## src/sv/md5_digest_engine_top_assert.svh

```systemverilog
// Assertion macros for the MD5 digest engine RTL.
`ifndef MD5_DIGEST_ENGINE_TOP_ASSERT_SVH
`define MD5_DIGEST_ENGINE_TOP_ASSERT_SVH

`ifndef NO_ASSERTIONS

`define MD5_ASSERT_IMPL(lbl, ante, cons, msg) \
  lbl: assert property (@(posedge clk_i) disable iff (!rst_ni) (ante) |-> (cons)) \
    else $error(msg);

`define MD5_ASSERT_NEXT(lbl, ante, cons, msg) \
  lbl: assert property (@(posedge clk_i) disable iff (!rst_ni) (ante) |=> (cons)) \
    else $error(msg);

`else

`define MD5_ASSERT_IMPL(lbl, ante, cons, msg)

`define MD5_ASSERT_NEXT(lbl, ante, cons, msg)

`endif

`endif

```

## src/sv/md5_pkg.sv

```systemverilog
// Shared types, constants and round functions of the MD5 digest engine.
`default_nettype none

package md5_pkg;

  typedef logic [15:0][31:0] md5_block_t;
  typedef logic [3:0][31:0]  md5_chain_t;

  typedef struct packed {
    logic start;
    logic clear;
  } md5_core_ctrl_t;

  typedef struct packed {
    logic busy;
    logic done;
  } md5_core_sts_t;

  localparam int unsigned ROUNDS = 64;
  localparam logic [5:0] LAST_ROUND = 6'(ROUNDS - 1);
  localparam logic [5:0] LEN_POS = 6'd56;
  localparam logic [7:0] PAD_BYTE = 8'h80;
  localparam logic [31:0] CNT_MAX = 32'hffff_ffff;

  localparam md5_chain_t CHAIN_INIT = {32'h1032_5476, 32'h98ba_dcfe,
                                       32'hefcd_ab89, 32'h6745_2301};

  localparam logic [31:0] ROUND_K [ROUNDS] = '{
    32'hd76aa478, 32'he8c7b756, 32'h242070db, 32'hc1bdceee,
    32'hf57c0faf, 32'h4787c62a, 32'ha8304613, 32'hfd469501,
    32'h698098d8, 32'h8b44f7af, 32'hffff5bb1, 32'h895cd7be,
    32'h6b901122, 32'hfd987193, 32'ha679438e, 32'h49b40821,
    32'hf61e2562, 32'hc040b340, 32'h265e5a51, 32'he9b6c7aa,
    32'hd62f105d, 32'h02441453, 32'hd8a1e681, 32'he7d3fbc8,
    32'h21e1cde6, 32'hc33707d6, 32'hf4d50d87, 32'h455a14ed,
    32'ha9e3e905, 32'hfcefa3f8, 32'h676f02d9, 32'h8d2a4c8a,
    32'hfffa3942, 32'h8771f681, 32'h6d9d6122, 32'hfde5380c,
    32'ha4beea44, 32'h4bdecfa9, 32'hf6bb4b60, 32'hbebfbc70,
    32'h289b7ec6, 32'heaa127fa, 32'hd4ef3085, 32'h04881d05,
    32'hd9d4d039, 32'he6db99e5, 32'h1fa27cf8, 32'hc4ac5665,
    32'hf4292244, 32'h432aff97, 32'hab9423a7, 32'hfc93a039,
    32'h655b59c3, 32'h8f0ccc92, 32'hffeff47d, 32'h85845dd1,
    32'h6fa87e4f, 32'hfe2ce6e0, 32'ha3014314, 32'h4e0811a1,
    32'hf7537e82, 32'hbd3af235, 32'h2ad7d2bb, 32'heb86d391
  };

  localparam logic [4:0] ROT_AMT [16] = '{
    5'd7, 5'd12, 5'd17, 5'd22, 5'd5, 5'd9, 5'd14, 5'd20,
    5'd4, 5'd11, 5'd16, 5'd23, 5'd6, 5'd10, 5'd15, 5'd21
  };

  function automatic logic [3:0] msg_index(input logic [5:0] rnd);
    logic [3:0] idx;
    case (rnd[5:4])
      2'd0: idx = rnd[3:0];
      2'd1: idx = 4'(rnd[3:0] * 4'd5 + 4'd1);
      2'd2: idx = 4'(rnd[3:0] * 4'd3 + 4'd5);
      default: idx = 4'(rnd[3:0] * 4'd7);
    endcase
    return idx;
  endfunction

  function automatic logic [31:0] round_fn(input logic [1:0] grp, input logic [31:0] b,
                                           input logic [31:0] c, input logic [31:0] d);
    logic [31:0] f;
    case (grp)
      2'd0: f = (b & c) | (~b & d);
      2'd1: f = (d & b) | (~d & c);
      2'd2: f = b ^ c ^ d;
      default: f = c ^ (b | ~d);
    endcase
    return f;
  endfunction

endpackage

`default_nettype wire

```

## src/sv/md5_core.sv

```systemverilog
// MD5 block compression: one shared round unit stepped over 64 rounds.
`default_nettype none

module md5_core import md5_pkg::*; (
  input  wire logic           clk_i,
  input  wire logic           rst_ni,
  input  wire md5_core_ctrl_t ctrl_i,
  input  wire md5_block_t     block_i,
  output md5_chain_t          chain_o,
  output md5_core_sts_t       status_o
);

  md5_chain_t  chain_q;
  logic [31:0] a_q, b_q, c_q, d_q;
  logic [5:0]  rnd_q;
  logic        run_q, fold_q;

  logic [31:0] fn, sum, rot;
  logic [63:0] dbl;
  logic [4:0]  amt;

  always_comb begin
    fn  = round_fn(rnd_q[5:4], b_q, c_q, d_q);
    sum = a_q + fn + ROUND_K[rnd_q] + block_i[msg_index(rnd_q)];
    amt = ROT_AMT[{rnd_q[5:4], rnd_q[1:0]}];
    dbl = {sum, sum} << amt;
    rot = dbl[63:32];
  end

  always_ff @(posedge clk_i or negedge rst_ni) begin
    if (!rst_ni) begin
      chain_q <= CHAIN_INIT;
      rnd_q   <= '0;
      run_q   <= 1'b0;
      fold_q  <= 1'b0;
    end else begin
      fold_q <= 1'b0;
      if (ctrl_i.clear) begin
        chain_q <= CHAIN_INIT;
      end else if (fold_q) begin
        chain_q[0] <= chain_q[0] + a_q;
        chain_q[1] <= chain_q[1] + b_q;
        chain_q[2] <= chain_q[2] + c_q;
        chain_q[3] <= chain_q[3] + d_q;
      end
      if (ctrl_i.start && !run_q && !fold_q) begin
        rnd_q <= '0;
        run_q <= 1'b1;
      end else if (run_q) begin
        rnd_q <= rnd_q + 6'd1;
        if (rnd_q == LAST_ROUND) begin
          run_q  <= 1'b0;
          fold_q <= 1'b1;
        end
      end
    end
  end

  always_ff @(posedge clk_i) begin
    if (ctrl_i.start && !run_q && !fold_q) begin
      a_q <= chain_q[0];
      b_q <= chain_q[1];
      c_q <= chain_q[2];
      d_q <= chain_q[3];
    end else if (run_q) begin
      a_q <= d_q;
      d_q <= c_q;
      c_q <= b_q;
      b_q <= b_q + rot;
    end
  end

  assign chain_o         = chain_q;
  assign status_o.busy   = run_q | fold_q;
  assign status_o.done   = fold_q;

endmodule

`default_nettype wire

```

## src/sv/md5_digest_engine_top.sv

```systemverilog
// MD5 digest engine top level: byte packing, padding sequencer and result register.
//
// Usage: stream a message one byte per transfer on the input channel
// (data_byte_i, has_byte_i, last_i). A transfer with has_byte_i low and
// last_i low does nothing; has_byte_i low with last_i high ends the
// message without a byte (an empty message is that single transfer).
// After last_i the block pads the message and presents one result on the
// output channel: the 128-bit digest, byte 0 in digest_low_o[7:0], and
// length_overflow_o if more than 2^32-1 bytes were given.
// Flow: a byte that does not fill a block leaves the input ready; a byte
// that fills a block starts a compression (64 rounds through the shared
// round unit plus one chaining add), and ready returns when it ends.
// After last, padding writes one byte per cycle up to offset 56 and the
// length is written; one or two compressions run, as the padding may fill
// a block on the way, and the digest then moves to the output register
// once that register is free. The input is not ready while a block is
// compressed or a finished digest waits for a busy output
// register. A stalled receiver holds the result there while the next
// message streams in. Reset restores the MD5 initial chaining words and
// clears the byte count, block position, overflow flag and output register.
`default_nettype none

module md5_digest_engine_top import md5_pkg::*; (
  input  wire logic        clk_i,
  input  wire logic        rst_ni,
  input  wire logic        in_valid_i,
  output logic             in_ready_o,
  input  wire logic [7:0]  data_byte_i,
  input  wire logic        has_byte_i,
  input  wire logic        last_i,
  output logic             out_valid_o,
  input  wire logic        out_ready_i,
  output logic [63:0]      digest_low_o,
  output logic [63:0]      digest_high_o,
  output logic             length_overflow_o
);

`include "md5_digest_engine_top_assert.svh"

  typedef enum logic [4:0] {
    ST_IDLE  = 5'b00001,
    ST_ROUND = 5'b00010,
    ST_PAD   = 5'b00100,
    ST_LEN   = 5'b01000,
    ST_OUT   = 5'b10000
  } md5_state_e;

  md5_state_e     state_q, state_d;
  logic [31:0]    msg_cnt_q, msg_cnt_d;
  logic [5:0]     pos_q, pos_d, pos_inc;
  logic           ovf_q, ovf_d;
  logic           fin_q, fin_d;
  logic           final_q, final_d;
  logic           pad_first_q, pad_first_d;
  logic           out_valid_q, out_valid_d;
  logic [63:0]    out_low_q, out_low_d;
  logic [63:0]    out_high_q, out_high_d;
  logic           out_ovf_q, out_ovf_d;
  logic           out_load;
  md5_block_t     block_q;
  logic           put_en, len_wr;
  logic [7:0]     put_byte;
  md5_core_ctrl_t core_ctrl;
  md5_core_sts_t  core_sts;
  md5_chain_t     chain;

  assign pos_inc = pos_q + 6'd1;

  always_comb begin
    state_d     = state_q;
    msg_cnt_d   = msg_cnt_q;
    ovf_d       = ovf_q;
    fin_d       = fin_q;
    final_d     = final_q;
    pad_first_d = pad_first_q;
    out_valid_d = out_valid_q;
    out_low_d   = out_low_q;
    out_high_d  = out_high_q;
    out_ovf_d   = out_ovf_q;
    out_load    = 1'b0;
    put_en      = 1'b0;
    put_byte    = '0;
    len_wr      = 1'b0;
    core_ctrl   = '0;
    pos_d       = pos_q;
    case (state_q)
      ST_IDLE: begin
        if (in_valid_i) begin
          pad_first_d = 1'b1;
          fin_d       = last_i;
          if (has_byte_i) begin
            if (msg_cnt_q == CNT_MAX) begin
              ovf_d = 1'b1;
            end else begin
              msg_cnt_d = msg_cnt_q + 32'd1;
            end
            put_en   = 1'b1;
            put_byte = data_byte_i;
            if (pos_inc == '0) begin
              core_ctrl.start = 1'b1;
              state_d         = ST_ROUND;
            end else if (last_i) begin
              state_d = ST_PAD;
            end
          end else if (last_i) begin
            state_d = ST_PAD;
          end
        end
      end
      ST_ROUND: begin
        if (core_sts.done) begin
          if (final_q) begin
            state_d = ST_OUT;
          end else if (fin_q) begin
            state_d = ST_PAD;
          end else begin
            state_d = ST_IDLE;
          end
        end
      end
      ST_PAD: begin
        put_en      = 1'b1;
        put_byte    = pad_first_q ? PAD_BYTE : 8'h00;
        pad_first_d = 1'b0;
        if (pos_inc == '0) begin
          core_ctrl.start = 1'b1;
          state_d         = ST_ROUND;
        end else if (pos_inc == LEN_POS) begin
          state_d = ST_LEN;
        end
      end
      ST_LEN: begin
        len_wr          = 1'b1;
        core_ctrl.start = 1'b1;
        final_d         = 1'b1;
        pos_d           = '0;
        state_d         = ST_ROUND;
      end
      ST_OUT: begin
        if (!out_valid_q || out_ready_i) begin
          out_load        = 1'b1;
          core_ctrl.clear = 1'b1;
          msg_cnt_d       = '0;
          ovf_d           = 1'b0;
          fin_d           = 1'b0;
          final_d         = 1'b0;
          pos_d           = '0;
          state_d         = ST_IDLE;
        end
      end
      default: begin
        state_d = ST_IDLE;
      end
    endcase
    if (put_en) begin
      pos_d = pos_inc;
    end
    if (out_valid_q && out_ready_i) begin
      out_valid_d = 1'b0;
    end
    if (out_load) begin
      out_valid_d = 1'b1;
      out_low_d   = {chain[1], chain[0]};
      out_high_d  = {chain[3], chain[2]};
      out_ovf_d   = ovf_q;
    end
  end

  always_ff @(posedge clk_i or negedge rst_ni) begin
    if (!rst_ni) begin
      state_q     <= ST_IDLE;
      msg_cnt_q   <= '0;
      pos_q       <= '0;
      ovf_q       <= 1'b0;
      fin_q       <= 1'b0;
      final_q     <= 1'b0;
      pad_first_q <= 1'b0;
      out_valid_q <= 1'b0;
      out_low_q   <= '0;
      out_high_q  <= '0;
      out_ovf_q   <= 1'b0;
    end else begin
      state_q     <= state_d;
      msg_cnt_q   <= msg_cnt_d;
      pos_q       <= pos_d;
      ovf_q       <= ovf_d;
      fin_q       <= fin_d;
      final_q     <= final_d;
      pad_first_q <= pad_first_d;
      out_valid_q <= out_valid_d;
      out_low_q   <= out_low_d;
      out_high_q  <= out_high_d;
      out_ovf_q   <= out_ovf_d;
    end
  end

  always_ff @(posedge clk_i) begin
    if (put_en) begin
      if (pos_q[1:0] == 2'd0) begin
        block_q[pos_q[5:2]] <= {24'h000000, put_byte};
      end else begin
        block_q[pos_q[5:2]][{pos_q[1:0], 3'b000} +: 8] <= put_byte;
      end
    end
    if (len_wr) begin
      block_q[14] <= {msg_cnt_q[28:0], 3'b000};
      block_q[15] <= {29'h0, msg_cnt_q[31:29]};
    end
  end

  md5_core u_core (
    .clk_i    (clk_i),
    .rst_ni   (rst_ni),
    .ctrl_i   (core_ctrl),
    .block_i  (block_q),
    .chain_o  (chain),
    .status_o (core_sts)
  );

  assign in_ready_o        = (state_q == ST_IDLE);
  assign out_valid_o       = out_valid_q;
  assign digest_low_o      = out_low_q;
  assign digest_high_o     = out_high_q;
  assign length_overflow_o = out_ovf_q;

  `MD5_ASSERT_IMPL(a_idle_core_quiet, state_q == ST_IDLE, !core_sts.busy, "input ready while core busy")
  `MD5_ASSERT_IMPL(a_done_in_round, core_sts.done, state_q == ST_ROUND, "core done outside round state")
  `MD5_ASSERT_IMPL(a_out_settled, state_q == ST_OUT, (pos_q == '0) && !core_sts.busy, "digest pending before block done")
  `MD5_ASSERT_NEXT(a_len_starts_core, state_q == ST_LEN, core_sts.busy && final_q, "length block not compressed")
  `MD5_ASSERT_NEXT(a_out_clears, out_load, (msg_cnt_q == '0) && !ovf_q && in_ready_o && out_valid_o, "state not cleared after result")
  `MD5_ASSERT_NEXT(a_out_hold, out_valid_o && !out_ready_i, out_valid_o && $stable(digest_low_o), "result dropped while stalled")

endmodule

`default_nettype wire

```

## config.mk

```make
export PLATFORM = sky130hd
export DESIGN_NAME = md5_digest_engine_top
export DESIGN_NICKNAME = d
export VERILOG_FILES = /design/src/sv/md5_pkg.sv /design/src/sv/md5_core.sv /design/src/sv/md5_digest_engine_top.sv
export VERILOG_INCLUDE_DIRS = /design/src /design/src/sv
export SDC_FILE = /design/constraint.sdc
export NUM_CORES = 2
export LEC_CHECK = 0
export ABC_AREA = 0
export BUFFER_PORTS_ARGS = -buffer_cell sky130_fd_sc_hd__clkbuf_2
export CORE_MARGIN = 2
export CORE_UTILIZATION = 53
export DETAILED_ROUTE_END_ITERATION = 16
export PLACE_DENSITY = 0.77
export SLEW_MARGIN = 0
export SYNTH_ARGS = -nofsm -noshare
export SYNTH_HDL_FRONTEND = slang
export SYNTH_SLANG_ARGS = --single-unit
```

## constraint.sdc

```tcl
create_clock -name clk_i -period 12.85 [get_ports clk_i]
set_input_delay 1.9275 -clock clk_i [delete_from_list [all_inputs] [get_ports clk_i]]
set_output_delay 1.9275 -clock clk_i [all_outputs]
set_load 0.005 [all_outputs]
```

Yosys cells after proc, flatten, opt, wreduce, memory -nomap -nowiden
Memories as Yosys holds them, arrays and structs flattened.
Cells that the tools add are included.
{"block": "op_classes", "n_bitwise": 14, "n_reduce_logical": 26, "mux": 80, "magnitude_cmp": 5, "n_div": 0, "n_mul": 3, "n_eq_ne": 18, "n_addsub": 14, "n_shift": 3}
{"cell": "512-bit bitwise mux", "n": 2}
{"cell": "32-bit 2-to-1 mux", "n": 17}
{"cell": "512-bit 2-to-1 mux", "n": 1}
{"cell": "483-bit 2-to-1 mux", "n": 1}
{"cell": "32-bit adder", "n": 8}
{"cell": "32-bit demux with 4-bit select", "n": 2}
{"cell": "128-bit 2-to-1 mux", "n": 2}
{"cell": "32-bit bitwise AND", "n": 4}
{"cell": "32-bit binary-select mux with 4-bit select", "n": 1}
{"cell": "32-bit OR", "n": 3}
{"cell": "32-bit case mux with 3 select lines", "n": 1}
{"cell": "32-bit XOR", "n": 3}
{"cell": "32-bit NOT", "n": 2}
{"cell": "32-bit case mux with 2 select lines", "n": 1}
{"cell": "64-bit by 5-bit left shift with 64-bit output", "n": 1}
{"cell": "5-bit 2-to-1 mux", "n": 11}
{"cell": "35-bit 2-to-1 mux", "n": 1}
{"cell": "32-bit by 1-bit adder with 32-bit output (second input constant)", "n": 1}
{"cell": "32-bit == test (second input constant)", "n": 1}
{"cell": "8-bit by 7-bit variable shift with 32-bit output (first input constant)", "n": 1}
{"cell": "8-bit by 7-bit variable part select with 32-bit output", "n": 1}
{"cell": "5-bit case mux with 5 select lines", "n": 1}
{"cell": "6-bit 2-to-1 mux", "n": 4}
{"cell": "8-bit 2-to-1 mux", "n": 3}
{"cell": "41 further kinds", "n": 90}
{"block": "word_totals", "inputBits": 14, "memories": 2, "ramBits": 0, "mem_bits_ro": 2128, "regBits": 953, "latchBits": 0, "out_inout_bits": 131}
{"memory": "(name not given)", "words": 64, "word_bits": 32, "read_ports": 1, "rd_clocked_by_memory_dff": 0, "write_ports": 0, "line": "md5_core.sv:24", "rtl": "sum = a_q + fn + ROUND_K[rnd_q] + block_i[msg_index(rnd_q)];"}
{"memory": "(name not given)", "words": 16, "word_bits": 5, "read_ports": 1, "rd_clocked_by_memory_dff": 0, "write_ports": 0, "line": "md5_core.sv:25", "rtl": "amt = ROT_AMT[{rnd_q[5:4], rnd_q[1:0]}];"}

Longest topological paths before layout
{"block": "depth", "depth_word": 11, "ltp_mapped": 47, "ltp_nobuf": 44}

Cells and area by module
A second synthesis with hierarchy kept.
{"block": "hier_totals", "cells_unflattened": 6031, "hier_area_um2": 58536.1}
{"module": "md5_core", "cells_per_inst": 3794, "area_per_inst_um2": 32063.3, "instances": 1}
{"module": "md5_digest_engine_top", "cells_per_inst": 2237, "area_per_inst_um2": 26472.9, "instances": 1}

Worst setup path after synthesis
No wires, ideal clock.
{"block": "synth_timing", "kind": "register -> register", "startpoint": "register u_core.rnd_q[2]", "endpoint": "register u_core.b_q[30], data pin", "arrival_time_ns": 10.482, "stages_incl_launch_ff": 46, "path_buffers": 4, "period_less_slack_ns": 10.749, "setup_ns": 0.267, "slack_ns": 2.101, "path_cell_list": "dfrtp_1 > clkbuf_1 > inv_1 > clkbuf_1 > buf_1 > ha_1 > ha_1 > xnor2_1 > mux2i_2 > mux2_4 > nor2_2 > clkbuf_1 > nand2_1 > a31oi_1 > fa_1 > inv_1 > fa_1 > inv_1 > [10 not listed] > xnor2_2 > o21ai_1 > mux4_2 > mux2_4 > mux2_2 > fa_1 > a21o_1 > a21oi_1 > o211ai_1 > a31oi_1 > o21bai_1 > o31ai_1 > o31ai_1 > o41ai_1 > o2111ai_1 > a21oi_1 > xor2_1 > o21ai_0"}
{"block": "synth_between", "elab_chain_cells": 10}
{"item": "from (decl)", "line": "md5_core.sv:15", "rtl": "logic [5:0] rnd_q;"}
{"item": "from (signal assigned)", "line": "md5_core.sv:50", "rtl": "rnd_q <= rnd_q + 6'd1;"}
{"item": "4-bit by 2-bit multiplier with 4-bit output, or another cell as far along", "line": "md5_pkg.sv:57", "rtl": "2'd2: idx = 4'(rnd[3:0] * 4'd3 + 4'd5);"}
{"item": "4-bit by 3-bit adder with 4-bit output, or another cell as far along", "line": "md5_pkg.sv:57"}
{"item": "4-bit case mux with 3 select lines or 32-bit 2-to-1 mux (tied branches)", "line": "md5_pkg.sv:54, md5_core.sv:24"}
{"item": "32-bit binary-select mux with 4-bit select or 32-bit 2-to-1 mux (tied branches)", "line": "md5_core.sv:24"}
{"item": "32-bit 2-to-1 mux (implied by the code) or 32-bit adder (tied branches)", "line": "md5_core.sv:24"}
{"item": "32-bit adder *", "line": "md5_core.sv:24"}
{"item": "64-bit by 5-bit left shift with 64-bit output *", "line": "md5_core.sv:26", "rtl": "dbl = {sum, sum} << amt;"}
{"item": "32-bit adder *", "line": "md5_core.sv:69", "rtl": "b_q <= b_q + rot;"}
{"item": "32-bit 2-to-1 mux *", "line": "md5_core.sv:65", "rtl": "end else if (run_q) begin"}
{"item": "32-bit 2-to-1 mux *", "line": "md5_core.sv:60", "rtl": "if (ctrl_i.start && !run_q && !fold_q) begin"}
{"item": "to (signal assigned)", "line": "md5_core.sv:62", "rtl": "b_q <= chain_q[1];"}
{"item": "to (signal assigned)", "line": "md5_core.sv:69"}
{"item": "to (decl)", "line": "md5_core.sv:14", "rtl": "logic [31:0] a_q, b_q, c_q, d_q;"}
Mark *: on every way between the ends. The rest lies on a longest branch, timed or not. The select of a mux whose other input is x is not followed.
A chain may end at the register's enable or synchronous reset.

Worst setup path after layout
{"block": "layout_timing", "startpoint": "register u_core.rnd_q[1]", "endpoint": "register u_core.b_q[30], data pin"}
{"block": "layout_between", "elab_chain_cells": 10}
{"item": "4-bit by 2-bit multiplier with 4-bit output, or another cell as far along", "line": "md5_pkg.sv:57"}
{"item": "4-bit by 3-bit adder with 4-bit output, or another cell as far along", "line": "md5_pkg.sv:57"}
{"item": "4-bit case mux with 3 select lines or 32-bit 2-to-1 mux (tied branches)", "line": "md5_pkg.sv:54, md5_core.sv:24"}
{"item": "32-bit binary-select mux with 4-bit select or 32-bit 2-to-1 mux (tied branches)", "line": "md5_core.sv:24"}
{"item": "32-bit 2-to-1 mux (implied by the code) or 32-bit adder (tied branches)", "line": "md5_core.sv:24"}
{"item": "32-bit adder", "line": "md5_core.sv:24"}
{"item": "64-bit by 5-bit left shift with 64-bit output *", "line": "md5_core.sv:26"}
{"item": "32-bit adder *", "line": "md5_core.sv:69"}
{"item": "32-bit 2-to-1 mux *", "line": "md5_core.sv:65"}
{"item": "32-bit 2-to-1 mux *", "line": "md5_core.sv:60"}
Marks and branches as above.

==> results.py <==
metrics = {
    "outcome": {
        "status": "complete, no violations",
    },
    "critical_path": {
        "endpoint_kind": "flop",
        "critical-path-slowest-cell": "a31oi_1",
        "setup.worst_path.start_class": "flop",
        "required_ns": 13.28,
        "crit_type": "flop to flop",
        "slowest_delay_ns": 0.62,
        "worstPathArrival_ns": 12.54,
        "worstPathMaxFanout": 33,
    },
    "clock_network": {
        "htree_levels": 3,
        "tritoncts": "yes",
        "cts_setup_buffers": 0,
        "clk_pin_slew_ns": 0.06,
        "clock_latency_ns": 0.72,
        "cts_root_buf": "clkbuf_16",
        "cts_made_buffers": 98,
        "cts.path.max_buffers": 3,
        "hold_buffers": 0,
        "clock_sinks": 953,
    },
    "layout": {
        "drive_gt1_frac": 0.1060,
        "mostFrequentLayoutCell": "nand2_1",
        "area_delta_synth_final_pct": 9.037,
        "layout_common_cells": "nand2_1, nor2_1, edfxtp_1",
        "final_nets": 6452,
    },
    "routing": {
        "drt_wl_total_mm": 187.4,
        "drc": 0,
        "via_per_inst": 6.337,
        "drt_pre_antenna_iters": 6,
        "detail_route.iter0.violations": 6684,
        "routedWlPerCell_um": 24.30,
        "vias": 48860,
        "antenna_left": 0,
    },
    "die": {
        "dieArea_um2": 113000,
        "rows": 121,
        "io-pin-count": 145,
        "die_y_um": 336.2,
        "die_x_um": 336.2,
        "start_util": 0.5359,
        "coreArea_um2": 109200,
    },
    "yosys": {
        "ys_async_sr_fraction": 0.3284,
        "yosys_warnings": 0,
        "syn_avg_cell_area_um2": 9.451,
        "synth_ff_type": "edfxtp_1",
        "synthSimpleGateAreaFrac": 0.1865,
        "syn-num-nets": 6495,
        "synth_xor_area_frac": 0.03621,
        "synth_compound_area_frac": 0.1291,
        "syn_area_um2": 58500,
        "ys_ff_latch": 953,
        "synth_edf_count": 608,
        "synth_fa_ha_area_frac": 0.07110,
        "yosysUniqueCellTypes": 100,
        "synth_top_family_by_area": "simple AND/OR/NAND/NOR gates",
        "synthMuxAreaShare": 0.08143,
        "ys_seq_area_frac": 0.4583,
        "synth_cells": 6190,
    },
    "sta": {
        "finalHoldViolCount": 0,
        "setup_viol": 0,
        "setup-tns-final_ns": 0,
        "worst_pin_slew_ns": 1.350,
        "period_needed_ns": 12.11,
        "fmaxAchievable_ghz": 0.08258,
        "drv_slew": 0,
        "relSlewSlack": 0.09592,
        "whs_ns": 0.4716,
        "fin_crit_sh": 0.9423,
        "skew_ns": 0.05580,
        "rsz0062_at_grt": "no",
        "finalWorstSetupSlack_ns": 0.7412,
    },
    "run": {
        "drv_cap": 0,
    },
    "global_routing": {
        "grt_usage": 0.3266,
        "grt-ovfl-total": 0,
        "antenna_found_initial": 4,
        "grt_pass1_vias": 45660,
        "grt_first_pass_wirelength_mm": 279.9,
        "grt_start_max_net_pins": 110,
    },
    "placement": {
        "pre_cts_slack_ns": 0.9187,
        "hpwl_mm": 135.3,
        "place.port_buffers": 144,
        "gp_congestion": 1.066,
    },
    "min_path": {
        "hold_path.class": "flop to flop",
    },
}
state kept, by name, summed over array words and instances, names as in the netlist, 5 cells and up:
| signal | count |
|---|---|
| u_core.b_q | 32 |
| u_core.a_q | 32 |
| digest_high_o | 64 |
| digest_low_o | 64 |
| u_core.chain_o | 128 |
| pos_q | 6 |
| u_core.rnd_q | 6 |
| u_core.d_q | 32 |
| block_q | 512 |
| msg_cnt_q | 32 |
| u_core.c_q | 32 |
| state_q | 5 |
area by class of cell:
cell class,count,area (um2)
Tap cell,1476,1847
Sequential cell,953,26830
Multi-Input combinational cell,4670,29650
Timing Repair Buffer,202,1204
Clock inverter,50,501.7
Fill cell,9061,45370
Inverter,222,834.6
Clock buffer,136,2919
Antenna cell,2,5.005
cells in the mapped netlist (10+ instances only):
master / number / area, um2
a211oi_1: 44 / 330.3
a21boi_0: 10 / 75.07
a21o_1: 68 / 510.5
a21oi_1: 358 / 1792
a22o_1: 19 / 166.4
a22oi_1: 20 / 150.1
a311oi_1: 15 / 131.4
a31oi_1: 106 / 663.1
and2_1: 18 / 112.6
and3_1: 58 / 362.9
buf_1: 43 / 161.4
buf_2: 22 / 110.1
clkbuf_1: 274 / 1028
dfrtp_1: 248 / 6206
dfstp_2: 65 / 1708
dfxtp_1: 32 / 640.6
edfxtp_1: 608 / 18260
fa_1: 69 / 1381
ha_1: 222 / 2778
inv_1: 217 / 814.5
mux2_2: 29 / 326.6
mux2i_1: 131 / 1311
mux4_2: 134 / 3018
nand2_1: 1227 / 4606
nand2b_1: 42 / 262.8
nand3_1: 107 / 535.5
nand4_1: 20 / 125.1
nor2_1: 904 / 3393
nor2b_1: 71 / 444.2
nor3_1: 82 / 410.4
o211ai_1: 33 / 247.7
o21a_1: 42 / 315.3
o21ai_0: 302 / 1511
o21ai_1: 20 / 100.1
o21bai_1: 27 / 202.7
o22ai_1: 27 / 168.9
o31a_1: 10 / 87.58
o31ai_1: 14 / 105.1
or2_2: 10 / 62.56
or3_1: 30 / 187.7
xnor2_1: 161 / 1410
xor2_1: 79 / 691.9
logic make-up after synthesis:
| group | count (synthesis) |
|---|---|
| AO/OA/AOI/OAI | 1219 |
| XOR/XNOR | 241 |
| adder cells (fa/ha/maj) | 291 |
| buffers and inverters | 567 |
| flip-flops | 953 |
| multiplexers | 301 |
| AND/OR/NAND/NOR | 2618 |
stage by stage:
stage                     std cells  instance area, um2    util
after detailed placement       7523               60350  0.5529
after global routing           7709               63780  0.5843
after CTS                      7709               63770  0.5843
final                          7711               63780  0.5843
after global placement         7523               60350  0.5529
after floorplan                6190               58500       -
worst paths after layout:
path,from,to,slack [ns],cells past startpoint
max in group asynchronous,rst_ni,digest_high_o[58],10.25,2
hold / removal,digest_low_o[40],digest_low_o[40],0.47,2
hold reg to reg,digest_low_o[40],digest_low_o[40],0.47,2
min in group asynchronous,rst_ni,digest_low_o[49],1.16,1
setup / recovery,u_core.rnd_q[1],u_core.b_q[30],0.74,42
setup reg to reg,u_core.rnd_q[1],u_core.b_q[30],0.74,42
routing by layer:
layer,routed length (um),vias up,global-route usage,part of all wire
li1,-,21710,-,-
met4,13650,4,0.2038,0.073
met2,82750,3047,0.4962,0.44
met1,69170,23450,0.4273,0.37
met5,41,-,0.005106,0.00022
met3,21740,661,0.07036,0.12
repair_timing:
action	CTS	global route
setup endpoints to repair	0	1
hold endpoints to repair	0	0
resized for setup	0	1
worst max-delay path, delay by kind of cell (launching register included):
kind	cells	cell delay, ns
buffers and inverters	5	1.17
flip-flops	1	0.37
multiplexers	3	1.10
AND/OR/NAND/NOR	3	0.69
adder cells (fa/ha/maj)	6	2.55
AO/OA/AOI/OAI	20	4.94
XOR/XNOR	5	0.97
Power is not shown: default switching activity piles up to over one toggle a cycle in this logic, so the estimate is an artifact.
